==> src/hw/rtl/mm4_pkg.sv <==
// Package for the 4x4 fixed-point matrix multiplier.
// Holds the opcode constants and the pipeline tag type.
// No dependencies.
package mm4_pkg;

  localparam logic [1:0] OP_LOAD_LEFT  = 2'd0;
  localparam logic [1:0] OP_LOAD_RIGHT = 2'd1;
  localparam logic [1:0] OP_COMPUTE    = 2'd2;

  // Bookkeeping that travels with each operand pair down the pipeline.
  typedef struct packed {
    logic       first;      // k == 0: restart the sum
    logic       last_k;     // k == DIM-1: sum complete after this term
    logic       last_cell;  // final element of the product
    logic [3:0] index;      // row-major position, low four bits
  } tag_t;

endpackage

==> src/hw/rtl/matrix4x4_multiply_top.sv <==
// Top level of the fixed-point matrix multiplier.
// Uses mm4_pkg for opcodes and the pipeline tag type.
//
// Usage:
//   An item is taken on a rising edge with start high and busy low.
//   opcode 0/1 writes element_value into the left/right store at
//   element_index in that same edge; busy stays low, so loads go one per
//   cycle. An index at or beyond DIM*DIM is dropped, as is opcode 3.
//   opcode 2 raises busy and streams DIM*DIM product elements in
//   row-major order, each on the result ports for one cycle with valid
//   high; last marks the final one. Each element is the full-width sum of
//   DIM products, shifted right arithmetically by FRAC_BITS and
//   saturated to ELEM_WIDTH bits (saturated flags clipping).
//   The single multiplier takes one term per cycle from one read port
//   of each store; terms pass through the read, multiply, accumulate
//   and output registers in turn. busy drops after the cycle that
//   shows the last element.
//   Reset clears both stores to zero through per-entry valid bits.
//   The receiver cannot stall: results must be taken as shown.
module matrix4x4_multiply_top #(
  parameter int DIM        = 4,
  parameter int FRAC_BITS  = 16,
  parameter int ELEM_WIDTH = 32
) (
  input  logic        clk,
  input  logic        rst,
  input  logic        start,
  output logic        busy,
  input  logic [1:0]  opcode,
  input  logic [3:0]  element_index,
  input  logic [31:0] element_value,
  output logic        valid,
  output logic [3:0]  product_index,
  output logic [31:0] product_value,
  output logic        saturated,
  output logic        last
);

  localparam int NCELLS = DIM * DIM;
  localparam int AW     = $clog2(NCELLS);
  localparam int KW     = $clog2(DIM);
  localparam int EW     = ELEM_WIDTH;
  localparam int PW     = 2 * EW;
  localparam int ACCW   = PW + KW + 1;
  localparam logic [KW-1:0] KLAST = KW'(DIM - 1);

  // Stores and their valid bits
  logic [EW-1:0] left_mem  [NCELLS];
  logic [EW-1:0] right_mem [NCELLS];
  logic [NCELLS-1:0] left_vld;
  logic [NCELLS-1:0] right_vld;

  logic accept;
  logic wr_left;
  logic wr_right;
  logic [AW-1:0] wr_addr;

  // Sequencer
  logic          issuing;
  logic [KW-1:0] row;
  logic [KW-1:0] col;
  logic [KW-1:0] k;
  logic [AW-1:0] rd_addr_l;
  logic [AW-1:0] rd_addr_r;
  mm4_pkg::tag_t issue_tag;

  // Read stage
  logic          rd_vld;
  mm4_pkg::tag_t rd_tag;
  logic [EW-1:0] l_q;
  logic [EW-1:0] r_q;
  logic          l_ok;
  logic          r_ok;
  logic signed [EW-1:0] l_op;
  logic signed [EW-1:0] r_op;

  // Multiply stage
  logic                 mul_vld;
  mm4_pkg::tag_t        mul_tag;
  logic signed [PW-1:0] prod;

  // Accumulate stage
  logic signed [ACCW-1:0] acc;
  logic signed [ACCW-1:0] acc_next;
  logic                   acc_done;
  mm4_pkg::tag_t          acc_tag;

  // Shift and saturate
  logic signed [ACCW-1:0] shifted;
  logic                   ovf;
  logic [EW-1:0]          sat_val;

  assign accept   = start && !busy;
  assign wr_left  = accept && (opcode == mm4_pkg::OP_LOAD_LEFT) &&
                    (int'(element_index) < NCELLS);
  assign wr_right = accept && (opcode == mm4_pkg::OP_LOAD_RIGHT) &&
                    (int'(element_index) < NCELLS);
  assign wr_addr  = AW'(element_index);

  assign rd_addr_l = AW'(int'(row) * DIM + int'(k));
  assign rd_addr_r = AW'(int'(k) * DIM + int'(col));

  always_comb begin
    issue_tag.first     = (k == '0);
    issue_tag.last_k    = (k == KLAST);
    issue_tag.last_cell = (row == KLAST) && (col == KLAST);
    issue_tag.index     = 4'(int'(row) * DIM + int'(col));
  end

  // Memory arrays: write on load, registered read for compute
  always_ff @(posedge clk) begin
    if (wr_left) begin
      left_mem[wr_addr] <= element_value[EW-1:0];
    end
    if (wr_right) begin
      right_mem[wr_addr] <= element_value[EW-1:0];
    end
    l_q  <= left_mem[rd_addr_l];
    r_q  <= right_mem[rd_addr_r];
    l_ok <= left_vld[rd_addr_l];
    r_ok <= right_vld[rd_addr_r];
  end

  // Entries never written since reset read as zero
  assign l_op = l_ok ? l_q : '0;
  assign r_op = r_ok ? r_q : '0;

  assign acc_next = mul_tag.first ? ACCW'(prod) : acc + ACCW'(prod);

  assign shifted = acc >>> FRAC_BITS;
  assign ovf     = !((&shifted[ACCW-1:EW-1]) || !(|shifted[ACCW-1:EW-1]));
  assign sat_val = ovf ? {shifted[ACCW-1], {(EW-1){!shifted[ACCW-1]}}}
                       : shifted[EW-1:0];

  // Payload registers
  always_ff @(posedge clk) begin
    rd_tag  <= issue_tag;
    mul_tag <= rd_tag;
    prod    <= l_op * r_op;
    if (mul_vld) begin
      acc     <= acc_next;
      acc_tag <= mul_tag;
    end
    if (acc_done) begin
      product_index <= acc_tag.index;
      product_value <= 32'(sat_val);
      saturated     <= ovf;
      last          <= acc_tag.last_cell;
    end
  end

  // Control
  always_ff @(posedge clk) begin
    if (rst) begin
      left_vld  <= '0;
      right_vld <= '0;
      busy      <= 1'b0;
      issuing   <= 1'b0;
      row       <= '0;
      col       <= '0;
      k         <= '0;
      rd_vld    <= 1'b0;
      mul_vld   <= 1'b0;
      acc_done  <= 1'b0;
      valid     <= 1'b0;
    end else begin
      if (wr_left) begin
        left_vld[wr_addr] <= 1'b1;
      end
      if (wr_right) begin
        right_vld[wr_addr] <= 1'b1;
      end

      if (accept && (opcode == mm4_pkg::OP_COMPUTE)) begin
        busy    <= 1'b1;
        issuing <= 1'b1;
        row     <= '0;
        col     <= '0;
        k       <= '0;
      end else if (issuing) begin
        // advance k, then col, then row
        if (k == KLAST) begin
          k <= '0;
          if (col == KLAST) begin
            col <= '0;
            if (row == KLAST) begin
              issuing <= 1'b0;
            end else begin
              row <= row + 1'b1;
            end
          end else begin
            col <= col + 1'b1;
          end
        end else begin
          k <= k + 1'b1;
        end
      end

      rd_vld   <= issuing;
      mul_vld  <= rd_vld;
      acc_done <= mul_vld && mul_tag.last_k;
      valid    <= acc_done;

      // drop busy once the final element has been shown
      if (valid && last) begin
        busy <= 1'b0;
      end
    end
  end

  a_valid_in_busy: assert property (@(posedge clk) disable iff (rst)
    valid |-> busy) else $error("result shown while idle");

  a_issue_in_busy: assert property (@(posedge clk) disable iff (rst)
    issuing |-> busy) else $error("reads issued while idle");

  a_compute_busy: assert property (@(posedge clk) disable iff (rst)
    (accept && opcode == mm4_pkg::OP_COMPUTE) |=> (busy && issuing))
    else $error("compute item did not start the sequencer");

  a_last_index: assert property (@(posedge clk) disable iff (rst)
    (valid && last) |-> (product_index == 4'(NCELLS - 1)))
    else $error("last flag on wrong element");

  a_no_load_busy: assert property (@(posedge clk) disable iff (rst)
    busy |-> !(wr_left || wr_right)) else $error("store written during compute");

endmodule

==> config.mk <==
export PLATFORM = sky130hd
export DESIGN_NAME = matrix4x4_multiply_top
export DESIGN_NICKNAME = d
export VERILOG_FILES = /design/src/hw/rtl/mm4_pkg.sv /design/src/hw/rtl/matrix4x4_multiply_top.sv
export SDC_FILE = /design/constraint.sdc
export NUM_CORES = 2
export LEC_CHECK = 0
export BUFFER_PORTS_ARGS = -buffer_cell sky130_fd_sc_hd__buf_2
export CORE_MARGIN = 5
export CORE_UTILIZATION = 59
export DETAILED_ROUTE_END_ITERATION = 6
export GPL_TIMING_DRIVEN = 0
export PLACE_DENSITY = 0.78
export SLEW_MARGIN = 20
export SYNTH_ARGS = -nofsm -noshare
export SYNTH_HDL_FRONTEND = slang
export SYNTH_SLANG_ARGS = --single-unit
==> constraint.sdc <==
create_clock -name clk -period 8 [get_ports clk]
set_input_delay 0.4 -clock clk [delete_from_list [all_inputs] [get_ports clk]]
set_output_delay 0.4 -clock clk [all_outputs]
set_load 0.05 [all_outputs]
=== Word level (Yosys, flattened, before mapping) ===
Memories as Yosys holds them, arrays and structs flattened. A register that Yosys moved wholly into a read port is not among the register bits.
Index checks and enable logic that the tools add are counted.

* RAM bits: 1024
* Word-level logic and storage cells: 93
* Memories kept: 2
* Bits in read-only memories: 0
* Register bits after elaboration: 234
* Latch bits: 0

* Eq/ne operators: 5
* Reductions and logical operators: 21
* Div/mod/pow operators: 0
* Bitwise gates (word level): 3
* Muxes and demuxes: 21
* $mul: 1
* Magnitude comparators: 4
* Add/subtract/negate cells: 7
* Shifts and indexed selects: 0

{| class="wikitable"
|+ Memories
! name !! depth !! bits a word !! read ports !! clocked after memory_dff !! wr ports !! line !! source
|-
| left_mem || 16 || 32 || 1 || 1 || 1 || matrix4x4_multiply_top.sv:48 || <nowiki>logic [EW-1:0] left_mem [NCELLS];</nowiki>
|-
| right_mem || 16 || 32 || 1 || 1 || 1 || matrix4x4_multiply_top.sv:49 || <nowiki>logic [EW-1:0] right_mem [NCELLS];</nowiki>
|}

{| class="wikitable"
|+ Operators with widths
! operator !! count
|-
| $mux W32 || 3
|-
| $add A67 B64 Y67 || 1
|-
| $mux W67 || 1
|-
| $mul A32 B32 Y64 || 1
|-
| $or A16 B16 Y16 || 2
|-
| $reduce_and A20 Y1 || 1
|-
| $reduce_or A20 Y1 || 1
|-
| $lt A4 B5 Y1 const B || 3
|-
| $add A4 B2 Y4 || 3
|-
| $mux W1 || 12
|-
| $bmux W1 S4 || 2
|-
| $eq A2 B2 Y1 const B || 4
|-
| $logic_and A1 B1 Y1 || 8
|-
| $add A2 B1 Y2 const B || 3
|-
| $demux W1 S4 || 1
|-
| $ge A4 B1 Y1 const B || 1
|-
| $logic_not A1 Y1 || 4
|-
| $logic_not A2 Y1 || 2
|-
| $mux W2 || 2
|-
| $reduce_and A4 Y1 || 1
|-
| $reduce_or A2 Y1 || 2
|-
| $eq A2 B1 Y1 const B || 1
|-
| $reduce_and A2 Y1 || 1
|-
| $logic_or A1 B1 Y1 || 1
|-
| $not A1 Y1 || 1
|}

=== Depth between registers and ports, before layout ===
* Depth in word-level cells: 6
* Depth in mapped cells: 34
* Depth with buffers taken out: 30

=== Least setup slack after synthesis ===
OpenSTA, ideal clock, no wires.

* Kind: reg2reg
* Start: register l_ok
* End: register prod[60]
* Data required time: 7878 ps
* Buffers on the path: 4
* Cell stages (with the launch flop): 31
* Data arrival time: 8168 ps
* Setup slack: -290 ps
* Period minus slack after synthesis: 8290 ps
* Cells stage by stage: dfxtp_1 -> clkbuf_1 -> clkbuf_1 -> clkbuf_1 -> nand2_1 -> clkbuf_1 -> nor2_1 -> fa_1 -> fa_1 -> fa_1 -> inv_1 -> fa_1 -> inv_1 -> fa_1 -> fa_1 -> fa_1 -> inv_1 -> fa_1 -> inv_1 -> ha_1 -> nand4_1 -> or3_1 -> a2111oi_4 -> nor3_2 -> o2111ai_2 -> a31oi_2 -> o21ai_2 -> o41ai_4 -> o22ai_2 -> nor4_1 -> a311o_1

* Word-level cells in the longest chain between the ends: 2

{| class="wikitable"
|+ Ends and longest elaborated chain
! what !! line !! source
|-
| from (decl) || matrix4x4_multiply_top.sv:72 || <nowiki>logic l_ok;</nowiki>
|-
| from (signal assigned) || matrix4x4_multiply_top.sv:120 || <nowiki>l_ok <= left_vld[rd_addr_l];</nowiki>
|-
| $mux W32 || matrix4x4_multiply_top.sv:125 || <nowiki>assign l_op = l_ok ? l_q : '0;</nowiki>
|-
| $mul A32 B32 Y64 || matrix4x4_multiply_top.sv:139 || <nowiki>prod <= l_op * r_op;</nowiki>
|-
| to (signal assigned) || matrix4x4_multiply_top.sv:139 ||
|-
| to (decl) || matrix4x4_multiply_top.sv:80 || <nowiki>logic signed [PW-1:0] prod;</nowiki>
|}

No other way between the ends.
A chain may end at the register's enable or synchronous reset.

=== Worst setup path after layout ===
* Start: register r_ok
* End: register prod[61]

* Word-level cells in the longest chain between the ends: 2

{| class="wikitable"
|+ Ends and longest elaborated chain
! what !! line !! source
|-
| from (decl) || matrix4x4_multiply_top.sv:73 || <nowiki>logic r_ok;</nowiki>
|-
| from (signal assigned) || matrix4x4_multiply_top.sv:121 || <nowiki>r_ok <= right_vld[rd_addr_r];</nowiki>
|-
| $mux W32 || matrix4x4_multiply_top.sv:126 || <nowiki>assign r_op = r_ok ? r_q : '0;</nowiki>
|-
| $mul A32 B32 Y64 || matrix4x4_multiply_top.sv:139 ||
|}

No other way between the ends.

==> run summary <==
The run finished, with violations left. The checks that failed: negative setup slack. The number of storage elements in the synthesis netlist is 1,322. 81 I/O pins were placed. After synthesis, the largest family of logic cells by area is adder cells. The adder-cell share of the synthesized area came out at 28.67%.

The delay of the slowest critical-path stage is 0.62 ns. The initial antenna violation count came out at 21. A synthesized cell averages 12.99 µm². For this run, the share of the core covered by cells in the final layout is 69.12%. The cell count after synthesis is 6,678. On the final layout, the worst clock skew is 0.06466 ns. Setup violations remaining at the end of the flow were counted as 21.

On the final layout, the worst hold slack is 0.08921 ns. The number of buffer and inverter stages on the critical path came out at 10. The sort of element at the start of the critical path is a flip-flop. The power per cell area came out at 145.0 nW/µm².

The TritonCTS clock tree is done. The total wire length came out at 327,600 µm. The tightest min-delay check is of the in2reg type. Counting along the longest clock path gives a buffer depth of 3. The overall die area is 154,700 µm². After detailed routing, the number of vias per cell comes to 6.504. The count of input and output buffers came out at 80. The total global routing track utilization is 42.70%.

The congestion estimate from routability-driven global placement came to 1.065. The proportion of netlist area held by the largest area contributor came out at 39.27%. The number of hold-slack violations in the final timing report was 0.

The number of flops mapped to enable cells by yosys came out at 1,134. After detailed routing, the average wire length per cell comes to 35.85 µm. The minimum period implied by the final worst setup slack came out at 8.492 ns. Cells with a size suffix above 1 make up 19.62% of the layout.

The total count of max-transition violations in the final report is 0. The cell type of the slowest stage on the worst timing path is fa_2. Clock tree synthesis found a total of 1,322 sinks. Setup repair after global routing could not meet its margin everywhere. In the finished design, the share of the clock period the worst path needs comes to 106.1%. The type of the worst setup path is reg2reg. Among all flip-flop cells after synthesis, the most frequent one is edfxtp_1. Among all cell types in the netlist, the one instantiated most often is edfxtp_1. In this run, the number of DRC markers left after iteration 0 of detailed routing was 7,735. The post-synthesis instance area is 86,720 µm². In this run the vertical extent of the chip is 393.4 µm. The simple-gate area share of the yosys netlist came out at 7.630%.

The compound-cell area share of the yosys netlist came out at 3.844%. The remaining antenna violation count came out at 0. From synthesis to final layout, the design area changed by 16.30%. The setup slack of the critical path after layout is -0.4915 ns. The floorplan has 140 rows. The final total power came out at 14,630 µW. The via count of the first global-routing pass came out at 62.76k. For the worst setup path, the data arrival time is 9.23 ns. The global-route congestion overflow total came out at 0. The net count of the finished layout came out at 8,478. Before CTS, the worst setup slack after placement is -3.395 ns. The HPWL after detailed placement is 223,500 µm. Summed over all instances, the cell type with the most area after synthesis is edfxtp_1. After floorplanning, the core was sized to cover 145,900 µm². The unique cell type count in the Yosys netlist came out at 92. Ranked by instance count, the synthesized netlist is headed by 1,134 x edfxtp_1, 1,112 x inv_1, 1,083 x fa_1. Max-cap violations in this run came to 0. The count of warnings emitted by yosys is 0. The depth of the CTS H-tree is 4. The first-pass iteration count of the detailed router came out at 6. The worst slew margin relative to its limit is 15.77%.

Counting every net in the synthesized netlist gives 8,056. The share of synthesized area spent on multiplexers came out at 8.654%. The maximum resistive drop on vdd came out at 0.3511 mV. In this run the static leakage power is 0.03980 µW. Clock tree synthesis selected as its root buffer the cell clkbuf_16. On the critical path the largest part of the delay comes from adder cells.

The synthesized-area fraction occupied by xor and xnor cells is 1.283%. The highest fanout seen on the critical path is 8. Measured along the x axis, the die boundary spans 393.4 µm.

In the synthesized netlist the async set-or-reset flop fraction comes to 0%. Once the floorplan was initialized, standard cells occupied 59.43% of the core. Clock latency on the worst-skew pair, taken at its later pin, is 0.84 ns. The vias after detailed routing is 59.44k. After synthesis, the cell types taking the most area are edfxtp_1 39%, fa_1 25%, mux4_2 8.6%. The global-route wire length before repair came out at 462,600 µm. The sequential-to-total area share from yosys stat is 43.61%. The number of clock buffers inserted by TritonCTS came out at 132. The register clock-pin slew on the reported worst setup and hold paths came out at 0.07 ns. The maximum number of pins on one net before global-route repair is 36. STA classifies the critical path endpoint as a flip-flop.

STA puts the critical path data required time at 8.74 ns. The number of remaining DRC errors came out at 0. For the pin with the worst max-slew slack, the measured transition is 1.263 ns. Based on the critical path, the design can be clocked at up to 117.8 MHz.
-- cell type report --
| cell class | instances | area [µm²] |
|---|---|---|
| Multi-Input combinational cell | 3917 | 45150 |
| Fill cell | 9633 | 45060 |
| Sequential cell | 1322 | 37830 |
| Inverter | 1114 | 4194 |
| Clock buffer | 177 | 3626 |
| Timing Repair Buffer | 328 | 3520 |
| Buffer | 285 | 3172 |
| Tap cell | 1917 | 2399 |
| Clock inverter | 68 | 932.1 |
| Antenna cell | 11 | 27.53 |
-- layout by cell type, fill, tap and decap left out, types with 20 or more instances in the layout --
| master | synthesis | layout |
|---|---|---|
| edfxtp_1 | 1134 | 1134 |
| clkbuf_1 | 282 | 117 |
| buf_12 | 0 | 38 |
| buf_6 | 0 | 20 |
| mux4_2 | 330 | 330 |
| fa_2 | 0 | 48 |
| xor2_1 | 41 | 41 |
| clkbuf_4 | 0 | 20 |
| and2_4 | 1 | 45 |
| dfxtp_1 | 188 | 184 |
| nand3_1 | 21 | 20 |
| nor2b_1 | 21 | 21 |
| nor2_2 | 1 | 36 |
| buf_4 | 1 | 157 |
| nand2_1 | 724 | 665 |
| a21o_1 | 70 | 68 |
| nor2_4 | 0 | 39 |
| nand4_1 | 27 | 27 |
| inv_1 | 1112 | 1094 |
| clkbuf_16 | 0 | 204 |
| o21ai_0 | 148 | 141 |
| nand2_8 | 0 | 24 |
| xnor2_1 | 86 | 84 |
| a21oi_1 | 134 | 118 |
| nor2_1 | 654 | 580 |
| ha_1 | 254 | 237 |
| buf_2 | 5 | 91 |
| fa_1 | 1083 | 1035 |
| buf_16 | 0 | 30 |
| clkbuf_2 | 2 | 42 |
| clkbuf_8 | 1 | 52 |
-- state kept, by name (all words and copies together), names as in the netlist, 16 cells and up --
signal         cells
product_value     32
left_vld          16
left_mem         512
acc               67
right_mem        512
prod              64
right_vld         16
r_q               32
l_q               32
-- path summary, 6_finish.rpt --
| kind | slack [ns] | cells after the start | endpoint | from |
|---|---|---|---|---|
| setup reg to reg | -0.49 | 32 | prod[61]$_DFF_P_ | r_ok$_DFF_P_ |
| hold / removal | 0.09 | 1 | left_mem[13][11]$_DFFE_PP_ | element_value[11] |
| setup / recovery | -0.49 | 32 | prod[61]$_DFF_P_ | r_ok$_DFF_P_ |
| hold reg to reg | 0.34 | 0 | mul_tag[0]$_DFF_P_ | rd_tag[0]$_DFF_P_ |
-- report_power, final --
group,leakage (µW),internal (µW),switching [µW],total (µW)
Clock,0.00219,3600,3050,6650
Combinational,0.0259,132,306,437
Sequential,0.0118,7510,35.1,7540
-- per-stage QoR --
step                      area [µm²]  std cells  setup TNS [ns]
after floorplan                86770       6678               0
after global placement         89570       8675         -102.60
after detailed placement       91110       8728         -103.57
after CTS                      99960       9089          -3.597
after global routing          100800       9133          -8.995
final                         100900       9139          -6.515
-- timing repair --
item	CTS	global route
cloned	9	0
gates resized for setup	752	145
pin swaps	95	60
endpoints found under the setup margin	50	31
hold endpoints to repair	1	0
buffers inserted	145	40
hold buffers	1	0
-- logic make-up (layout without fill, tap and decap cells) --
| kind of cell | Yosys count | after routing |
|---|---|---|
| other | 0 | 11 |
| adders and majority gates | 1337 | 1337 |
| muxes | 337 | 337 |
| and+or+nand+nor | 1607 | 1607 |
| xor gates and xnor gates | 127 | 127 |
| DFF | 1322 | 1322 |
| AOI/OAI and AO/OA | 509 | 509 |
| buffers and inverters | 1439 | 1972 |
-- layer usage --
metal	vias to the layer above	GRT usage [%]	routed length, µm
met2	4881	67.34	151000
met1	30126	51.20	108700
met5	-	0	110
li1	22917	-	-
met4	16	31.17	32180
met3	1498	11.16	35560
No activity file was read; power rests on OpenSTA's default activity.
